==> src/rtl/dh_link_transform_top_defines.svh <==
// Assertion macros used by the back end of the link transform RTL.
`ifndef DH_LINK_TRANSFORM_TOP_DEFINES_SVH
`define DH_LINK_TRANSFORM_TOP_DEFINES_SVH

// Same-cycle implication, checked on clk_i and disabled while rst_ni is low.
`define DHL_ASSERT_IMP(lbl, ante, cons) \
  lbl: assert property (@(posedge clk_i) disable iff (!rst_ni) (ante) |-> (cons)) \
    else $error("dhl assertion failed");

// Next-cycle implication, checked on clk_i and disabled while rst_ni is low.
`define DHL_ASSERT_NXT(lbl, ante, cons) \
  lbl: assert property (@(posedge clk_i) disable iff (!rst_ni) (ante) |=> (cons)) \
    else $error("dhl assertion failed");

`endif

==> src/rtl/dhl_pkg.sv <==
// Package with types, constants and helper functions of the link transform.
package dhl_pkg;

  localparam int unsigned AngleBitsDef  = 16;
  localparam int unsigned LengthBitsDef = 32;
  localparam int unsigned CordicSteps   = 24;
  localparam int unsigned LenW          = 48;
  localparam int unsigned FieldLenW     = 32;
  localparam int unsigned FieldAngW     = 16;
  localparam int unsigned RotW          = 16;
  localparam int unsigned CordW         = 34;
  localparam int unsigned QueueDepth    = 2;

  localparam logic signed [CordW-1:0] CordicStart = 34'sd652032874;

  typedef struct packed {
    logic signed [LenW-1:0]  len_a;
    logic signed [LenW-1:0]  off_d;
    logic signed [CordW-1:0] z_twist;
    logic                    flip_twist;
    logic signed [CordW-1:0] z_joint;
    logic                    flip_joint;
  } item_t;

  typedef struct packed {
    logic  valid;
    item_t item;
  } q_req_t;

  function automatic logic signed [CordW-1:0] atan_phase(input logic [4:0] k);
    logic signed [CordW-1:0] r;
    unique case (k)
      5'd0:    r = 34'sd536870912;
      5'd1:    r = 34'sd316933406;
      5'd2:    r = 34'sd167458907;
      5'd3:    r = 34'sd85004757;
      5'd4:    r = 34'sd42667331;
      5'd5:    r = 34'sd21354465;
      5'd6:    r = 34'sd10679838;
      5'd7:    r = 34'sd5340245;
      5'd8:    r = 34'sd2670163;
      5'd9:    r = 34'sd1335087;
      5'd10:   r = 34'sd667544;
      5'd11:   r = 34'sd333772;
      5'd12:   r = 34'sd166886;
      5'd13:   r = 34'sd83443;
      5'd14:   r = 34'sd41722;
      5'd15:   r = 34'sd20861;
      5'd16:   r = 34'sd10430;
      5'd17:   r = 34'sd5215;
      5'd18:   r = 34'sd2608;
      5'd19:   r = 34'sd1304;
      5'd20:   r = 34'sd652;
      5'd21:   r = 34'sd326;
      5'd22:   r = 34'sd163;
      5'd23:   r = 34'sd81;
      default: r = '0;
    endcase
    return r;
  endfunction

  function automatic logic signed [RotW-1:0] sat_rot(input logic signed [19:0] v);
    logic signed [RotW-1:0] r;
    if (v > 20'sd32767) begin
      r = 16'sd32767;
    end else if (v < -20'sd32768) begin
      r = -16'sd32768;
    end else begin
      r = v[RotW-1:0];
    end
    return r;
  endfunction

  function automatic logic signed [RotW-1:0] rnd_single(input logic signed [31:0] v);
    logic signed [32:0] s;
    s = 33'(v) + 33'sd16384;
    return sat_rot(20'(signed'(s[32:15])));
  endfunction

  function automatic logic signed [RotW-1:0] rnd_prod(input logic signed [63:0] p);
    logic signed [64:0] s;
    s = 65'(p) + (65'sd1 <<< 44);
    return sat_rot(s[64:45]);
  endfunction

endpackage

==> src/rtl/dhl_queue.sv <==
// Short queue that decouples the front end from the compute pipeline.
module dhl_queue (
  input  logic             clk_i,
  input  logic             rst_ni,
  input  dhl_pkg::q_req_t  push_i,
  output logic             ready_o,
  input  logic             pop_i,
  output dhl_pkg::q_req_t  head_o
);
  import dhl_pkg::*;

  localparam int unsigned PtrW = (QueueDepth > 1) ? $clog2(QueueDepth) : 1;
  localparam int unsigned CntW = $clog2(QueueDepth + 1);

  item_t           mem_q [QueueDepth];
  logic [PtrW-1:0] wr_q, wr_d, rd_q, rd_d;
  logic [CntW-1:0] cnt_q, cnt_d;
  logic            do_pop;

  assign ready_o = (cnt_q != CntW'(QueueDepth));
  assign head_o.valid = (cnt_q != '0);
  assign head_o.item = mem_q[rd_q];
  assign do_pop = pop_i && (cnt_q != '0);

  always_comb begin
    wr_d = wr_q;
    rd_d = rd_q;
    if (push_i.valid) begin
      wr_d = (wr_q == PtrW'(QueueDepth - 1)) ? '0 : wr_q + 1'b1;
    end
    if (do_pop) begin
      rd_d = (rd_q == PtrW'(QueueDepth - 1)) ? '0 : rd_q + 1'b1;
    end
    cnt_d = cnt_q + CntW'(push_i.valid) - CntW'(do_pop);
  end

  always_ff @(posedge clk_i or negedge rst_ni) begin
    if (!rst_ni) begin
      wr_q <= '0;
      rd_q <= '0;
      cnt_q <= '0;
    end else begin
      wr_q <= wr_d;
      rd_q <= rd_d;
      cnt_q <= cnt_d;
    end
  end

  always_ff @(posedge clk_i) begin
    if (push_i.valid) begin
      mem_q[wr_q] <= push_i.item;
    end
  end
endmodule

==> config.mk <==
export PLATFORM = sky130hd
export DESIGN_NAME = dhl_queue
export DESIGN_NICKNAME = d
export VERILOG_FILES = /design/src/rtl/dh_link_transform_top_defines.svh /design/src/rtl/dhl_pkg.sv /design/src/rtl/dhl_queue.sv
export SDC_FILE = /design/constraint.sdc
export NUM_CORES = 1
export LEC_CHECK = 0
export ABC_AREA = 1
export BUFFER_PORTS_ARGS = -buffer_cell sky130_fd_sc_hd__clkbuf_2
export CAP_MARGIN = 10
export CORE_MARGIN = 3
export CORE_UTILIZATION = 35
export CTS_BUF_LIST = sky130_fd_sc_hd__clkbuf_8
export DETAILED_ROUTE_END_ITERATION = 16
export REMOVE_ABC_BUFFERS = 1
export SLEW_MARGIN = 15
export SYNTH_ARGS = -nofsm -noshare
export SYNTH_HDL_FRONTEND = slang
export SYNTH_SLANG_ARGS = --single-unit
==> constraint.sdc <==
create_clock -name clk_i -period 14.4 [get_ports clk_i]
set_clock_uncertainty 0.2 [all_clocks]
set_input_delay 4.32 -clock clk_i [delete_from_list [all_inputs] [get_ports clk_i]]
set_output_delay 4.32 -clock clk_i [all_outputs]
set_load 0.03 [all_outputs]
== Word level (Yosys, flattened, before mapping) ==
Memories as Yosys holds them, arrays and structs flattened.
Cells that the tools add are included.
Storage, ports and cells
  flip-flop bits (word level): 4
  memory bits (writable): 332
  memories: 1
  output and inout bits: 168
  logic and storage cells: 15
  input bits: 170
Cells by class
  equality and inequality tests: 1
  add/sub/neg operators: 4
  muxes and demuxes: 4
  reductions and logical operators: 2
Memory list
  mem_q: depth 2, bits a word 166, read ports 1, clocked after memory_dff 0, write ports 1, line dhl_queue.sv:15  | item_t mem_q [QueueDepth];
Operator list (count)
  2-to-1 mux 1 bit: 4
  adder 1 bit, second input constant: 2
  adder 2 x 1 -> 2 bit: 1
  inequality test 2 bit, second input constant: 1
  nonzero test 2 bit: 1
  subtractor 2 x 1 -> 2 bit: 1
  logical AND 1 bit: 1

== Depth between registers and ports, before layout ==
Gate-level depths: netlist (run 1).
  depth after elaboration: 3
  mapped depth: 10
  mapped depth without buffers: 10

== Worst setup path before layout (run 1) ==
OpenSTA, ideal clock, no wires.
  path kind: input to register
  start: in push_i[166] (netlist name)
  end: mem mem_q[0][0] (netlist name), enable pin
  arrival: 11299 ps
  data required time: 13501 ps
  cell stages on the path: 2
  path slack: 2202 ps
  setup time: 699 ps
  path through: inv_1 > nor2_1
Between the ends
  longest elaborated chain between the ends: 2
Ends and longest elaborated chain
  start: declaration: line dhl_queue.sv:5  | input dhl_pkg::q_req_t push_i,
  2-to-1 mux 1 bit: line dhl_queue.sv:50  | if (push_i.valid) begin
  2-to-1 mux 1 bit (implied by the code): line dhl_queue.sv:51  | mem_q[wr_q] <= push_i.item;
  end: declaration: line dhl_queue.sv:15
No other way between the ends.

==> results.json, run 1 <==
{
  "crit_chain": "buf_4 > buf_4 > nand2_1 > nand2_1 > clkbuf_2",
  "slew_viol_final": 0,
  "worstHoldEndpoint": "wr_q",
  "clock.fmax_mhz": 127,
  "die_h_um": 194,
  "viasPerCell": 4.43,
  "crit_buf_inv": 3,
  "globalplace.congestion": 0.752,
  "avgSynthCellArea_um2": 13.8,
  "cts_setup_buffers": 0,
  "min-delay-start": "wr_q",
  "start_kind": "flop",
  "start_util_pct": 35.6,
  "die_w_um": 194,
  "grt_pass1_vias": 7839,
  "max_cap_viol_count": 0,
  "drtIter0Drc": 327,
  "timing.rr.end": "mem_q[1][143]",
  "grt.total_usage_pct": 14.5,
  "ant_nets": 0,
  "final_common_cell": "nand2_1",
  "clock_power_share_pct": 22.4,
  "overflow": 0,
  "worst_pin_slew_ns": 1.15,
  "htreeDepth": 2,
  "dp.cells": 1657,
  "holdBufCountCts": 0,
  "fin_area_mm2": 0.0154,
  "fin_crit_ns": 7.85,
  "r2r_cells": 3,
  "power.share.combinational_pct": 37.9,
  "p_total_mw": 3.42,
  "dp_hpwl_um": 17500,
  "grt_max_degree": 167,
  "p_sw_mw": 1.42,
  "nets": 1432,
  "wl_um": 28000,
  "cts_tree": "done",
  "drive_gt1_share_pct": 31.5,
  "power_leakage_nw": 6.77,
  "hold_path.class": "reg2reg",
  "crit_path_max_incr_delay_ns": 0.79,
  "status": "complete, no violations",
  "critPathKind": "reg2out",
  "power.density_mw_per_mm2": 222,
  "clockBufferDepth": 3,
  "hold_viol": 0,
  "syn-instance-count": 897,
  "core_area_mm2": 0.0347,
  "crit_cells": 5,
  "r2r_start": "wr_q",
  "areaGrowthSynthToFinish_pct": 24.7,
  "crit_fanout": 82,
  "r2r_slack_ns": 11.52,
  "critical_path.top_delay_family": "buffers and inverters",
  "finalCritPeriodShare_pct": 54.5,
  "fin_setup_tns_ns": 0,
  "cts_buffers": 56,
  "yosys.area.top_type_share_pct": 80.6,
  "antenna_found_initial": 5,
  "ys_warn_count": 0,
  "insertion_delay_ns": 0.60,
  "synth.distinct_cells": 13,
  "pin_count": 338,
  "root_buffer": "clkbuf_8",
  "crit_required_ns": 9.88,
  "synth_largest_area_cell": "edfxtp_1",
  "firstDrtPassIters": 4,
  "vdd_drop_max_uv": 205,
  "fillers": 3225,
  "rows": 68,
  "path_clk_slew_ns": 0.06,
  "netlist_area_mm2": 0.0124,
  "routedWlPerCell_um": 15.9,
  "switching_share_pct": 41.7,
  "rsz0062_at_grt": "false",
  "portBuffers": 337,
  "grt_pass1_wl_um": 43000,
  "dieArea_mm2": 0.0376,
  "cts_sinks": 336,
  "seq_power_share_pct": 39.7,
  "slew_headroom_pct": 23.6,
  "drc": 0,
  "fin_cells": 1761,
  "synth_seq_cells": 336,
  "arrival_ns": 3.33,
  "critPathSlowestCell": "buf_4",
  "vias": 7806,
  "worst_hold_path.num_cells": 1,
  "ys_seq_area_share_pct": 81.5,
  "setup-violations-final": 0,
  "intPower_mw": 1.99,
  "place_area_mm2": 0.0144,
  "endpoint_kind": "output pin",
  "mostFrequentLayoutCells": "nand2_1 (509), clkbuf_2 (337), edfxtp_1 (332)",
  "post_cts_resized": 0,
  "synth_area_leaders": "edfxtp_1 (81%), nand2_1 (15%), buf_6 (1.3%)"
}
## layer usage
metal  vias up  share of wire, %  track usage, %
met3        74               9.0            5.42
met1      3673                39            17.3
met4         8               3.4            6.28
li1       3769                 -               -
met5         -              0.20               0
met2       282                48            23.7
## synthesized netlist by cell type
library cell	count
buf_2	16
inv_4	1
buf_6	14
inv_1	8
nor2_1	1
ha_1	2
edfxtp_1	332
buf_4	6
xor2_1	1
nand3_1	2
dfrtp_1	4
buf_8	1
nand2_1	509
## layout make-up
class	instances	area [um^2]	area share, %
Multi-Input combinational cell	515	1970	12.7
Clock inverter	46	241	1.57
Inverter	9	43.8	0.284
Timing Repair Buffer	342	1740	11.3
Clock buffer	57	785	5.09
Tap cell	455	569	3.69
Sequential cell	336	10100	65.3
Antenna cell	1	2.50	0.0162
## flip-flops by register name (all words and copies together), names as in the netlist
signal	cells
rd_q	1
wr_q	1
cnt_q	2
mem_q	332
## how the worst max path moves through the flow
stage | from | end | slack [ns]
floorplan | push_i[166] | mem_q[0][0] | 2.20
global placement | rd_q | head_o[145] | 7.21
detailed placement | rd_q | head_o[32] | 7.13
CTS | rd_q | head_o[32] | 6.44
global route | rd_q | head_o[22] | 6.31
finish | rd_q | head_o[32] | 6.55
## through the flow
step / utilization (%) / hold slack, ns / worst slack (ns)
2_1_floorplan: - / 0.261 / 2.20
3_3_place_gp: 41.5 / 0.326 / 7.21
3_5_place_dp: 41.5 / 0.340 / 7.13
4_1_cts: 44.4 / 0.349 / 6.44
5_1_grt: 44.4 / 0.389 / 6.31
6_report: 44.4 / 0.346 / 6.55
## power groups by stage
stage	Clock, mW	Combinational [mW]	Sequential [mW]
after floorplan	0	0.869	1.43
after global placement	0	1.32	1.37
after detailed placement	0	1.32	1.38
after CTS	0.794	1.32	1.36
after global routing	0.839	1.41	1.37
final	0.764	1.30	1.36
## logic make-up (layout without fill, tap and decap cells)
| logic type | after synthesis | count (layout) | synth area share, % |
|---|---|---|---|
| DFF | 336 | 336 | 81.5 |
| buffers and inverters | 46 | 454 | 2.70 |
| other | 0 | 1 | 0 |
| and+or+nand+nor | 512 | 512 | 15.6 |
| xor gates and xnor gates | 1 | 1 | 0.0709 |
| adders and majority gates | 2 | 2 | 0.202 |
Note: power is estimated with default switching activity, not from simulation.
==> inputs of run 2 (changes only) <==
Clock period 14.4 ns to 7.1 ns, I/O delays scaled along.
==> run 2 against run 1 <==
Net effect: utilization shrank 0.11 points; sequential power grew 100%; first-iteration DRC count shrank 13%; hold slack lost 0.0069 ns; critical path type unchanged.
==> results.json, run 2 (synthesis results as in run 1) <==
{
  "startpoint": "rd_q",
  "clockBufferDepth": 3,
  "top_regs": "mem_q x332, cnt_q x2",
  "worst_pin_slew_ns": 0.944,
  "cts_tree": "done",
  "grt_max_degree": 87,
  "routedWlPerCell_um": 15.8,
  "place_area_mm2": 0.0144,
  "die_h_um": 194,
  "rows": 68,
  "root_buffer": "clkbuf_8",
  "setup-violations-final": 0,
  "drc": 0,
  "status": "complete, no violations",
  "endpoint_kind": "output pin",
  "vdd_drop_max_uv": 285,
  "grt_pass1_wl_um": 43300,
  "wl_um": 27700,
  "firstDrtPassIters": 4,
  "slew_viol_final": 0,
  "slew_headroom_pct": 36.9,
  "crit_fanout": 85,
  "path_clk_slew_ns": 0.06,
  "start_kind": "flop",
  "die_w_um": 194,
  "max_cap_viol_count": 0,
  "grt_pass1_vias": 7901,
  "mostFrequentLayoutCells": "nand2_1 (509), clkbuf_2 (337), edfxtp_1 (332)",
  "largest-register": "mem_q",
  "rsz0062_at_grt": "false",
  "power.density_mw_per_mm2": 446,
  "min-delay-start": "wr_q",
  "portBuffers": 337,
  "post_cts_resized": 0,
  "final_common_cell": "nand2_1",
  "largest_register_ffs": 332,
  "clock.fmax_mhz": 197,
  "ant_nets": 0,
  "r2r_start": "wr_q",
  "finalCritPeriodShare_pct": 71.4,
  "vias": 7759,
  "dp_hpwl_um": 17900,
  "critPathKind": "reg2out",
  "nets": 1434,
  "core_area_mm2": 0.0347,
  "holdBufCountCts": 0,
  "power_leakage_nw": 6.72,
  "start_util_pct": 35.6,
  "antenna_found_initial": 3,
  "viasPerCell": 4.43,
  "insertion_delay_ns": 0.59,
  "htreeDepth": 2,
  "grt.total_usage_pct": 14.5,
  "arrival_ns": 2.74,
  "areaGrowthSynthToFinish_pct": 24.4,
  "fin_area_mm2": 0.0154,
  "cts_setup_buffers": 0,
  "hold_viol": 0,
  "drive_gt1_share_pct": 31.6,
  "dieArea_mm2": 0.0376,
  "cts_buffers": 56,
  "p_total_mw": 6.85,
  "drtIter0Drc": 286,
  "pin_count": 338,
  "cts_sinks": 336,
  "fin_crit_ns": 5.07,
  "hold_path.class": "reg2reg",
  "overflow": 0,
  "crit_required_ns": 4.77,
  "globalplace.congestion": 0.784
}
## run 2: metrics by stage
step	std cells	setup TNS [ns]	worst slack, ns	util, %	hold WS (ns)
final	1752	0	2.03	44.3	0.339
after detailed placement	1659	0	2.56	41.6	0.336
after global placement	1659	0	2.55	41.6	0.328
after CTS	1751	0	1.87	44.3	0.346
after global routing	1752	0	1.77	44.3	0.367
after floorplan	860	-482.71	-2.91	-	0.261
## run 2: final timing paths
kind,endpoint,slack [ns],depth (start not counted)
setup / recovery,head_o[87],2.03,5
hold / removal,wr_q,0.34,1
setup reg to reg,mem_q[0][82],4.68,2
hold reg to reg,wr_q,0.34,1
max in group asynchronous,rd_q,5.41,1
min in group asynchronous,cnt_q[1],1.14,1
## run 2: worst max-delay path, stage by stage, from the launching register on
cell and delay [ns]:
dfrtp_4 0.70, inv_6 0.54, buf_12 0.39, nand2_1 0.10
nand2_1 0.12, clkbuf_2 0.21
## run 2: power breakdown
group | switching (mW) | internal [mW] | total [mW] | leakage, nW
Combinational | 2.02 | 0.596 | 2.62 | 3.02
Sequential | 0.125 | 2.63 | 2.76 | 3.16
Clock | 0.709 | 0.768 | 1.48 | 0.544
## run 2: metal layers
layer / up-vias / wire length, um / track usage, %
met5: - / 32 / 0
met4: 4 / 888 / 6.62
met3: 66 / 2430 / 5.54
met2: 260 / 13300 / 23.7
met1: 3671 / 11100 / 17.1
li1: 3758 / - / -
## run 2: cell type report
class / instances / area [um^2]
Fill cell: 3247 / 19300
Sequential cell: 336 / 10100
Multi-Input combinational cell: 515 / 1970
Timing Repair Buffer: 344 / 1780
Clock buffer: 57 / 785
Tap cell: 455 / 569
Clock inverter: 35 / 164
Inverter: 9 / 43.8
Antenna cell: 1 / 2.50
